===== src/hw/rtl/ctt_pkg.sv =====
// Shared types and constants for the cooperative task timer table.
// Used by the controller, the datapath and the top level; no dependencies.
package ctt_pkg;

	localparam logic [1:0] OP_TICK = 2'd0;
	localparam logic [1:0] OP_ADD  = 2'd1;
	localparam logic [1:0] OP_DEL  = 2'd2;
	localparam logic [1:0] OP_DISP = 2'd3;

	localparam logic [1:0] ST_OK        = 2'd0;
	localparam logic [1:0] ST_FULL      = 2'd1;
	localparam logic [1:0] ST_EMPTY_DEL = 2'd2;

	localparam logic [7:0] PENDING_MAX = 8'd255;

	typedef logic [2:0] res_kind_t;
	localparam res_kind_t RES_NONE = 3'd0;
	localparam res_kind_t RES_ADD  = 3'd1;
	localparam res_kind_t RES_FULL = 3'd2;
	localparam res_kind_t RES_DEL  = 3'd3;
	localparam res_kind_t RES_HIT  = 3'd4;

	typedef struct packed {
		logic [7:0]  tag;
		logic [15:0] delay;
		logic [15:0] period;
		logic [7:0]  pending;
	} ctt_entry_t;

	typedef struct packed {
		logic      capture;
		logic      scan;
		logic      inc;
		logic      tick_wr;
		logic      disp_take;
		logic      add_put;
		logic      del_do;
		logic      res_load;
		res_kind_t res_kind;
	} ctt_cmd_t;

	typedef struct packed {
		logic at_end;
		logic hit;
		logic free_here;
		logic tag_zero;
	} ctt_stat_t;

endpackage


===== src/hw/rtl/ctt_ram.sv =====
// Generic single-port-write, single-port-read RAM with registered read data.
// No dependencies.
module ctt_ram #(
	parameter int WIDTH = 48,
	parameter int DEPTH = 8
) (
	input  logic                     clk,
	input  logic                     we,
	input  logic [$clog2(DEPTH)-1:0] waddr,
	input  logic [WIDTH-1:0]         wdata,
	input  logic [$clog2(DEPTH)-1:0] raddr,
	output logic [WIDTH-1:0]         rdata
);

	logic [WIDTH-1:0] mem_q [DEPTH];

	always_ff @(posedge clk) begin
		if (we) begin
			mem_q[waddr] <= wdata;
		end
		rdata <= mem_q[raddr];
	end

endmodule


===== src/hw/rtl/ctt_ctrl.sv =====
// Controller state machine for the task timer table: sequences the slot walk per operation.
// Depends on ctt_pkg; drives ctt_datapath through ctt_cmd_t, reads ctt_stat_t back.
module ctt_ctrl
	import ctt_pkg::*;
(
	input  logic      clk,
	input  logic      arst_n,
	input  logic      start,
	input  logic [1:0] op,
	input  ctt_stat_t stat,
	output ctt_cmd_t  cmd,
	output logic      busy
);

	localparam logic [2:0] S_IDLE = 3'd0;
	localparam logic [2:0] S_TICK = 3'd1;
	localparam logic [2:0] S_ADD  = 3'd2;
	localparam logic [2:0] S_DEL  = 3'd3;
	localparam logic [2:0] S_DISP = 3'd4;

	logic [2:0] state_q;
	logic [2:0] state_d;

	always_comb begin
		state_d = state_q;
		cmd     = '0;
		case (state_q)
			S_IDLE: begin
				if (start) begin
					cmd.capture = 1'b1;
					case (op)
						OP_TICK: state_d = S_TICK;
						OP_ADD:  state_d = S_ADD;
						OP_DEL:  state_d = S_DEL;
						default: state_d = S_DISP;
					endcase
				end
			end
			S_TICK: begin
				cmd.scan    = 1'b1;
				cmd.inc     = 1'b1;
				cmd.tick_wr = 1'b1;
				if (stat.at_end) begin
					cmd.res_load = 1'b1;
					cmd.res_kind = RES_NONE;
					state_d      = S_IDLE;
				end
			end
			S_DISP: begin
				cmd.scan = 1'b1;
				cmd.inc  = 1'b1;
				if (stat.hit) begin
					cmd.disp_take = 1'b1;
					cmd.res_load  = 1'b1;
					cmd.res_kind  = RES_HIT;
					state_d       = S_IDLE;
				end else if (stat.at_end) begin
					cmd.res_load = 1'b1;
					cmd.res_kind = RES_NONE;
					state_d      = S_IDLE;
				end
			end
			S_ADD: begin
				if (stat.tag_zero) begin
					cmd.res_load = 1'b1;
					cmd.res_kind = RES_NONE;
					state_d      = S_IDLE;
				end else if (stat.free_here) begin
					cmd.add_put  = 1'b1;
					cmd.res_load = 1'b1;
					cmd.res_kind = RES_ADD;
					state_d      = S_IDLE;
				end else if (stat.at_end) begin
					cmd.res_load = 1'b1;
					cmd.res_kind = RES_FULL;
					state_d      = S_IDLE;
				end else begin
					cmd.inc = 1'b1;
				end
			end
			S_DEL: begin
				cmd.del_do   = 1'b1;
				cmd.res_load = 1'b1;
				cmd.res_kind = RES_DEL;
				state_d      = S_IDLE;
			end
			default: begin
				state_d = S_IDLE;
			end
		endcase
	end

	always_ff @(posedge clk or negedge arst_n) begin
		if (!arst_n) begin
			state_q <= S_IDLE;
		end else begin
			state_q <= state_d;
		end
	end

	assign busy = (state_q != S_IDLE);

endmodule


===== src/hw/rtl/ctt_datapath.sv =====
// Datapath for the task timer table: slot RAM, occupancy bits, walk counter, result registers.
// Depends on ctt_pkg and ctt_ram; commanded by ctt_ctrl.
module ctt_datapath
	import ctt_pkg::*;
#(
	parameter int SLOTS = 8
) (
	input  logic        clk,
	input  logic        arst_n,
	input  ctt_cmd_t    cmd,
	output ctt_stat_t   stat,
	input  logic [7:0]  task_tag,
	input  logic [15:0] start_delay,
	input  logic [15:0] repeat_period,
	input  logic [2:0]  slot_select,
	output logic        done,
	output logic [3:0]  slot_index,
	output logic        run_valid,
	output logic [7:0]  run_tag,
	output logic [1:0]  status,
	output logic [1:0]  last_error
);

	localparam int IW = $clog2(SLOTS);
	localparam int CW = $clog2(SLOTS + 1);
	localparam int SW = (IW > 3) ? IW + 1 : 4;
	localparam logic [3:0] NONE_IDX = 4'(SLOTS);

	// captured transaction
	logic [7:0]  tag_q;
	logic [15:0] dly_q;
	logic [15:0] per_q;
	logic [2:0]  sel_q;

	logic [CW-1:0]    cnt_q;
	logic [SLOTS-1:0] valid_q;
	logic [1:0]       error_q;

	// read pipeline stage
	logic          vld_s1;
	logic [IW-1:0] idx_s1;

	logic          cnt_lt;
	logic [IW-1:0] cnt_idx;
	ctt_entry_t    rd_entry;
	logic          occ_s1;
	logic          we;
	logic [IW-1:0] waddr;
	ctt_entry_t    wdata;
	ctt_entry_t    tick_entry;
	logic [SW-1:0] sel_w;
	logic          sel_in;
	logic          del_hit;

	logic [3:0] slot_d;
	logic       run_valid_d;
	logic [7:0] run_tag_d;
	logic [1:0] status_d;
	logic [1:0] error_d;

	assign cnt_lt  = (cnt_q < CW'(SLOTS));
	assign cnt_idx = cnt_q[IW-1:0];
	assign occ_s1  = valid_q[idx_s1];
	assign sel_w   = SW'(sel_q);
	assign sel_in  = (sel_w < SW'(SLOTS));
	assign del_hit = sel_in && valid_q[sel_w[IW-1:0]];

	assign stat.at_end    = (cnt_q == CW'(SLOTS));
	assign stat.hit       = vld_s1 && occ_s1 && (rd_entry.pending != 8'd0);
	assign stat.free_here = cnt_lt && !valid_q[cnt_idx];
	assign stat.tag_zero  = (tag_q == 8'd0);

	ctt_ram #(
		.WIDTH($bits(ctt_entry_t)),
		.DEPTH(SLOTS)
	) u_ram (
		.clk  (clk),
		.we   (we),
		.waddr(waddr),
		.wdata(wdata),
		.raddr(cnt_idx),
		.rdata(rd_entry)
	);

	// age one slot: due slots gain a pending run and periodic ones reload, others count down
	always_comb begin
		tick_entry = rd_entry;
		if (rd_entry.delay == 16'd0) begin
			if (rd_entry.pending != PENDING_MAX) begin
				tick_entry.pending = rd_entry.pending + 8'd1;
			end
			if (rd_entry.period != 16'd0) begin
				tick_entry.delay = rd_entry.period;
			end
		end else begin
			tick_entry.delay = rd_entry.delay - 16'd1;
		end
	end

	always_comb begin
		we    = 1'b0;
		waddr = idx_s1;
		wdata = tick_entry;
		if (cmd.tick_wr && vld_s1 && occ_s1) begin
			we = 1'b1;
		end else if (cmd.disp_take && (rd_entry.period != 16'd0)) begin
			we            = 1'b1;
			wdata         = rd_entry;
			wdata.pending = rd_entry.pending - 8'd1;
		end else if (cmd.add_put) begin
			we    = 1'b1;
			waddr = cnt_idx;
			wdata = '{tag: tag_q, delay: dly_q, period: per_q, pending: 8'd0};
		end
	end

	always_comb begin
		slot_d      = NONE_IDX;
		run_valid_d = 1'b0;
		run_tag_d   = 8'd0;
		status_d    = ST_OK;
		error_d     = error_q;
		case (cmd.res_kind)
			RES_ADD: begin
				slot_d = 4'(cnt_q);
			end
			RES_HIT: begin
				slot_d      = 4'(idx_s1);
				run_valid_d = 1'b1;
				run_tag_d   = rd_entry.tag;
			end
			RES_FULL: begin
				status_d = ST_FULL;
				error_d  = ST_FULL;
			end
			RES_DEL: begin
				if (!del_hit) begin
					status_d = ST_EMPTY_DEL;
					error_d  = ST_EMPTY_DEL;
				end
			end
			default: begin
				slot_d = NONE_IDX;
			end
		endcase
	end

	always_ff @(posedge clk) begin
		if (cmd.capture) begin
			tag_q <= task_tag;
			dly_q <= start_delay;
			per_q <= repeat_period;
			sel_q <= slot_select;
		end
		idx_s1 <= cnt_idx;
		if (cmd.res_load) begin
			slot_index <= slot_d;
			run_valid  <= run_valid_d;
			run_tag    <= run_tag_d;
			status     <= status_d;
			last_error <= error_d;
		end
	end

	always_ff @(posedge clk or negedge arst_n) begin
		if (!arst_n) begin
			cnt_q   <= '0;
			vld_s1  <= 1'b0;
			valid_q <= '0;
			error_q <= ST_OK;
			done    <= 1'b0;
		end else begin
			done   <= cmd.res_load;
			vld_s1 <= cmd.scan && cnt_lt;
			if (cmd.capture) begin
				cnt_q <= '0;
			end else if (cmd.inc && cnt_lt) begin
				cnt_q <= cnt_q + CW'(1);
			end
			if (cmd.res_load) begin
				error_q <= error_d;
			end
			if (cmd.add_put) begin
				valid_q[cnt_idx] <= 1'b1;
			end
			if (cmd.del_do && sel_in) begin
				valid_q[sel_w[IW-1:0]] <= 1'b0;
			end
			// drop a one-shot task once its run is handed out
			if (cmd.disp_take && (rd_entry.period == 16'd0)) begin
				valid_q[idx_s1] <= 1'b0;
			end
		end
	end

	a_run_has_tag: assert property (@(posedge clk) disable iff (!arst_n)
		done && run_valid |-> run_tag != 8'd0)
		else $error("dispatched task carries tag zero");

	a_full_sticks: assert property (@(posedge clk) disable iff (!arst_n)
		done && status != ST_OK |-> last_error == status)
		else $error("error code not latched");

	a_add_free: assert property (@(posedge clk) disable iff (!arst_n)
		cmd.add_put |=> valid_q[$past(cnt_idx)])
		else $error("added slot not marked occupied");

	a_err_code: assert property (@(posedge clk) disable iff (!arst_n)
		error_q != 2'd3)
		else $error("undefined error code");

endmodule


===== src/hw/rtl/cooperative_task_timer_table_top.sv =====
// Cooperative task timer table: SLOTS task slots aged by tick, filled by add, served by dispatch.
// Tick walks the slot RAM one slot a cycle and strobes done after the walk passes the last slot.
// Add stops at the first free slot and dispatch at the first slot with a pending run;
// delete acts on the selected slot without a walk.
// start is taken again in the cycle done strobes; the receiver cannot stall results.
// Asynchronous active-low reset empties every slot and clears sticky error_q at once; last_error holds.
module cooperative_task_timer_table_top
	import ctt_pkg::*;
#(
	parameter int SLOTS = 8
) (
	input  logic        clk,
	input  logic        arst_n,
	input  logic        start,
	output logic        busy,
	input  logic [1:0]  op,
	input  logic [7:0]  task_tag,
	input  logic [15:0] start_delay,
	input  logic [15:0] repeat_period,
	input  logic [2:0]  slot_select,
	output logic        done,
	output logic [3:0]  slot_index,
	output logic        run_valid,
	output logic [7:0]  run_tag,
	output logic [1:0]  status,
	output logic [1:0]  last_error
);

	ctt_cmd_t  cmd;
	ctt_stat_t stat;

	ctt_ctrl u_ctrl (
		.clk   (clk),
		.arst_n(arst_n),
		.start (start),
		.op    (op),
		.stat  (stat),
		.cmd   (cmd),
		.busy  (busy)
	);

	ctt_datapath #(
		.SLOTS(SLOTS)
	) u_dp (
		.clk          (clk),
		.arst_n       (arst_n),
		.cmd          (cmd),
		.stat         (stat),
		.task_tag     (task_tag),
		.start_delay  (start_delay),
		.repeat_period(repeat_period),
		.slot_select  (slot_select),
		.done         (done),
		.slot_index   (slot_index),
		.run_valid    (run_valid),
		.run_tag      (run_tag),
		.status       (status),
		.last_error   (last_error)
	);

endmodule

===== config.mk =====
export PLATFORM = sky130hd
export DESIGN_NAME = cooperative_task_timer_table_top
export DESIGN_NICKNAME = d
export VERILOG_FILES = /design/src/hw/rtl/ctt_pkg.sv /design/src/hw/rtl/ctt_ram.sv /design/src/hw/rtl/ctt_ctrl.sv /design/src/hw/rtl/ctt_datapath.sv /design/src/hw/rtl/cooperative_task_timer_table_top.sv
export SDC_FILE = /design/constraint.sdc
export NUM_CORES = 1
export LEC_CHECK = 0
export BUFFER_PORTS_ARGS = -buffer_cell sky130_fd_sc_hd__buf_4
export CAP_MARGIN = 10
export CORE_MARGIN = 5
export CORE_UTILIZATION = 30
export DETAILED_ROUTE_END_ITERATION = 8
export MAX_ROUTING_LAYER = met4
export PLACE_DENSITY_LB_ADDON = 0.1
export SLEW_MARGIN = 5
export SYNTH_ARGS = -nofsm -noshare
export SYNTH_HDL_FRONTEND = slang
export SYNTH_SLANG_ARGS = --single-unit

===== constraint.sdc =====
create_clock -name clk -period 11 [get_ports clk]
set_clock_uncertainty 0.2 [all_clocks]
set_input_delay 2.2 -clock clk [delete_from_list [all_inputs] [get_ports clk]]
set_output_delay 2.2 -clock clk [all_outputs]
set_load 0.02 [all_outputs]

==> summary.md <==
| Metric | Value |
|---|---|
| CP startpoint kind | flop |
| Netlist cell types | 76 |
| First-pass GRT wire length | about 78000 microns |
| Yosys top cell area share | 0.656 |
| Cell Pwr Density | 268 nW/um^2 |
| Final setup violating endpoints | 0 |
| Chip height | 270 microns |
| Post-synth net total | between 1000 and 1500 |
| Part of the power in registers | 0.475 |
| TritonCTS clock tree | done |
| Min-delay worst type | flop to flop |
| Initial antenna violation count | 0 |
| Met1 WL | around 24000 microns |
| Sum Neg Setup Slack | 0 ns |
| CTS Root Cell | clkbuf_16 |
| Fillers | ~6300 |
| Gates resized, CTS repair | 0 |
| Post-synthesis cell area | 20300 sq um |
| Clock Tree Buf Depth | 3 |
| Iter 0 DRT Violations | 716 |
| Max Freq | 0.191 GHz |
| # IOs | 67 |
| Chip width | about 270 microns |
| Area contributors post-synth | edfxtp_1 (66%), mux4_2 (11%), dfxtp_1 (5.0%), nand2_1 (4.5%), dfrtp_1 (2.3%) |
| P_int | 4370 uW |
| Synth Warn # | 0 |
| FFs w/ async S/R, synth | 0.0370 |
| Post-CTS Hold Fix Bufs | 0 |
| Avg Cell Area, Syn | ~16 sq um |
| Hold endpoint | u_dp.error_q[0] |
| Syn Inst Count | 1236 |
| Crit path arrival time | 5.28 ns |
| Max IR drop VDD | roughly 0.098 mV |
| Met2 Wirelength | 24700 microns |
| Sequential area share after synthesis | 0.730 |
| Worst Setup Path Type | flop to flop |
| Final nets | 1376 |
| Gr usage total | 0.146 |
| Worst skew pair latency | between 0.6 and 0.7 ns |
| Row cnt | 95 |
| Worst path most repeated cell | buf_4 |
| CTS buffer count | 57 |
| Post-CTS Setup Repair Bufs | 0 |
| RSZ-0062 raised after global routing | false |
| R2R depth | 9 |
| Drt drc | 0 |
| Largest area contributor in the synthesized netlist | edfxtp_1 |
| Cells on Worst Hold Path | 1 |
| Final Hold Viols | 0 |
| Layout area overhead | 16.6% |
| Input/output buffers | 66 |
| Leakage | 0.00795 uW |
| Crit path required time | 11.04 ns |
| Worst path max stage delay | ~0.81 ns |
| Top Metal Used | met4 |
| Worst hold slack | 0.281 ns |
| Period utilization | 0.476 |
| Total number of vias | 10965 |
| Place WS | 5.01 ns |
| Final slew viol count | 0 |
| DR vias/cell | 4.90 |
| Crit-path cells | buf_4, mux4_2, nand2b_1, and3_2, buf_4, nor2_1, buf_4, nor2_4, buf_4 |
| DRT antenna net count | 0 |
| Vias in the first global route | between 10000 and 15000 |
| Worst Slack Setup Final | 5.76 ns |
| Sw Pwr | 1980 uW |
| H-Tree Level Count | 2 |
| DRT Wirelength | between 50000 and 60000 microns |
| GRT overflow | 0 |
| Number of synthesized flops with an enable pin | 444 |
| Largest net degree at the start of global routing | 51 |
| Reg-to-Reg End | u_dp.u_ram.mem_q[4][13] |
| Layout cell share with drive strength beyond 1 | 0.222 |
| Pwr Total | 6350 uW |
| Crit Path Max Fanout | 45 |
| First-pass DRT Iterations | 5 |
| Clock share of power | 0.289 |
| Switching power share of the total | 0.312 |
| Flop-to-flop setup slack | ~5.8 ns |
| Fin crit period | 5.24 ns |
| Critical Path End Type | flop |
| Routed wire length per instance | 23.3 microns |
| Max Cap Viol | 0 |
| Worst-Margin Slew | 1.07 ns |
| Reg clk slew, reported paths | 0.06 ns |
| Synth Register Bits | 514 |
| WL met3 | between 1500 and 2000 microns |
| Clock sink count | 514 |
| Outcome | complete, no violations |
| RR Startpoint | u_dp.cnt_q[1] |
| Core area | 67200 sq um |
| N_diodes | 0 |
| Detail Placement HPWL | around 30000 microns |
| Initial Utilization | 0.303 |
| Full die area | 73000 sq um |
| Power share of the combinational group | 0.237 |
| GPL Wtd Cong | 0.778 |
| Slew HR | 0.286 |
| Hold wc startpoint | u_dp.error_q[0] |
| Slowest stage cell, crit path | nor2_4 |
| Most used DFF post-synth | edfxtp_1 |
==> power by group through the flow <==
stage	Sequential (uW)	Combinational (uW)	Clock [uW]
CTS	3020	1550	1900
global placement	3060	1530	0
global route	3050	1670	1980
finish	3020	1500	1830
floorplan	2910	1070	0
detailed placement	3060	1540	0
==> kinds of logic after synthesis <==
family | count (synthesis) | share of synthesized area
flip-flops | 514 | 0.730
AND/OR/NAND/NOR | 392 | 0.0859
AO/OA/AOI/OAI | 125 | 0.0447
multiplexers | 110 | 0.115
buffers and inverters | 80 | 0.0171
adder cells (fa/ha/maj) | 9 | 0.00554
XOR/XNOR | 6 | 0.00259
==> flip-flops by register name, summed over array words and instances, names as in the netlist <==
name	flops
u_dp.run_valid	1
u_dp.cnt_q	4
u_dp.slot_index	4
u_ctrl.state_q	3
u_dp.vld_s1	1
u_dp.last_error	2
u_dp.idx_s1	3
u_dp.tag_q	8
u_dp.sel_q	3
u_dp.per_q	16
u_dp.error_q	2
u_dp.done	1
u_dp.status	2
u_dp.u_ram.mem_q	384
u_dp.u_ram.rdata	48
u_dp.run_tag	8
u_dp.dly_q	16
u_dp.valid_q	8
==> worst max-delay path by stage <==
stage	startpoint	endpoint	slack, ns
after floorplan	u_dp.cnt_q[0]	u_dp.u_ram.mem_q[7][0]	5.94
after global placement	u_dp.cnt_q[1]	u_dp.u_ram.mem_q[4][15]	5.07
after detailed placement	u_dp.cnt_q[1]	u_dp.u_ram.mem_q[4][15]	5.01
after CTS	u_dp.cnt_q[1]	u_dp.u_ram.mem_q[4][36]	4.99
after global routing	u_dp.cnt_q[1]	u_dp.u_ram.mem_q[4][33]	5.48
final	u_dp.cnt_q[1]	u_dp.u_ram.mem_q[4][13]	5.76
==> routing by layer <==
metal | global-route usage | up-vias
met5 | - | -
met4 | 0.0359 | 0
met3 | 0.0224 | 80
met2 | 0.230 | 209
met1 | 0.200 | 5705
li1 | - | 4971
==> final cells by class <==
type                       count  area [sq um]  area share
sequential                   514         14800       0.626
multi-input combinational    642          5230       0.221
clock buffer                  89          1670      0.0704
tap                          873          1090      0.0461
timing repair buffer          86           658      0.0278
clock inverter                17           146     0.00618
inverter                      18          67.6     0.00285
==> cells in the mapped netlist, types with 3 or more instances <==
| cell type | number |
|---|---|
| nor3_1 | 15 |
| nor4_1 | 10 |
| a22oi_1 | 8 |
| nor2b_1 | 5 |
| o31ai_1 | 3 |
| or3_1 | 9 |
| a221oi_1 | 4 |
| a311oi_1 | 5 |
| and3_1 | 4 |
| mux4_2 | 97 |
| a31oi_1 | 5 |
| nand2b_1 | 5 |
| nand4_1 | 4 |
| a22o_1 | 4 |
| a21oi_1 | 24 |
| buf_2 | 11 |
| o21ai_0 | 18 |
| or4_1 | 3 |
| mux2_2 | 6 |
| xnor2_1 | 5 |
| inv_1 | 16 |
| a221o_1 | 6 |
| and2_1 | 9 |
| edfxtp_1 | 444 |
| o2111ai_1 | 5 |
| dfrtp_1 | 19 |
| dfxtp_1 | 51 |
| mux2i_1 | 6 |
| a211oi_1 | 16 |
| nand3_1 | 18 |
| nand2_1 | 241 |
| a32oi_1 | 4 |
| and4_1 | 3 |
| clkbuf_1 | 30 |
| buf_1 | 16 |
| nor2_1 | 49 |
| ha_1 | 9 |
==> worst max-delay path: cells and delay by family (launching register included) <==
| family | cells | cell delay (ns) |
|---|---|---|
| buffers and inverters | 4 | 1.99 |
| multiplexers | 1 | 0.42 |
| AND/OR/NAND/NOR | 4 | 1.50 |
| flip-flops | 1 | 0.67 |
==> layout by cell type, fill, tap and decap left out, drive strengths merged, types with 6 or more instances in the layout <==
| cell | count |
|---|---|
| a211oi | 16 |
| a21oi | 25 |
| a221o | 6 |
| a22oi | 8 |
| and2 | 11 |
| buf | 86 |
| clkbuf | 89 |
| clkinv | 14 |
| dfrtp | 19 |
| dfxtp | 51 |
| edfxtp | 444 |
| ha | 9 |
| inv | 18 |
| mux2 | 7 |
| mux2i | 6 |
| mux4 | 97 |
| nand2 | 241 |
| nand3 | 18 |
| nor2 | 50 |
| nor3 | 16 |
| nor4 | 10 |
| o21ai | 19 |
| or3 | 9 |
==> metrics by stage <==
| stage | utilization | cell area [sq um] | cells |
|---|---|---|---|
| 2_1_floorplan | - | 20300 | 1236 |
| 3_5_place_dp | 0.326 | 21900 | 2132 |
| 3_3_place_gp | 0.326 | 21900 | 2132 |
| 6_report | 0.353 | 23700 | 2239 |
| 5_1_grt | 0.353 | 23700 | 2239 |
| 4_1_cts | 0.353 | 23700 | 2238 |
Note: power is estimated with default switching activity, not from simulation.
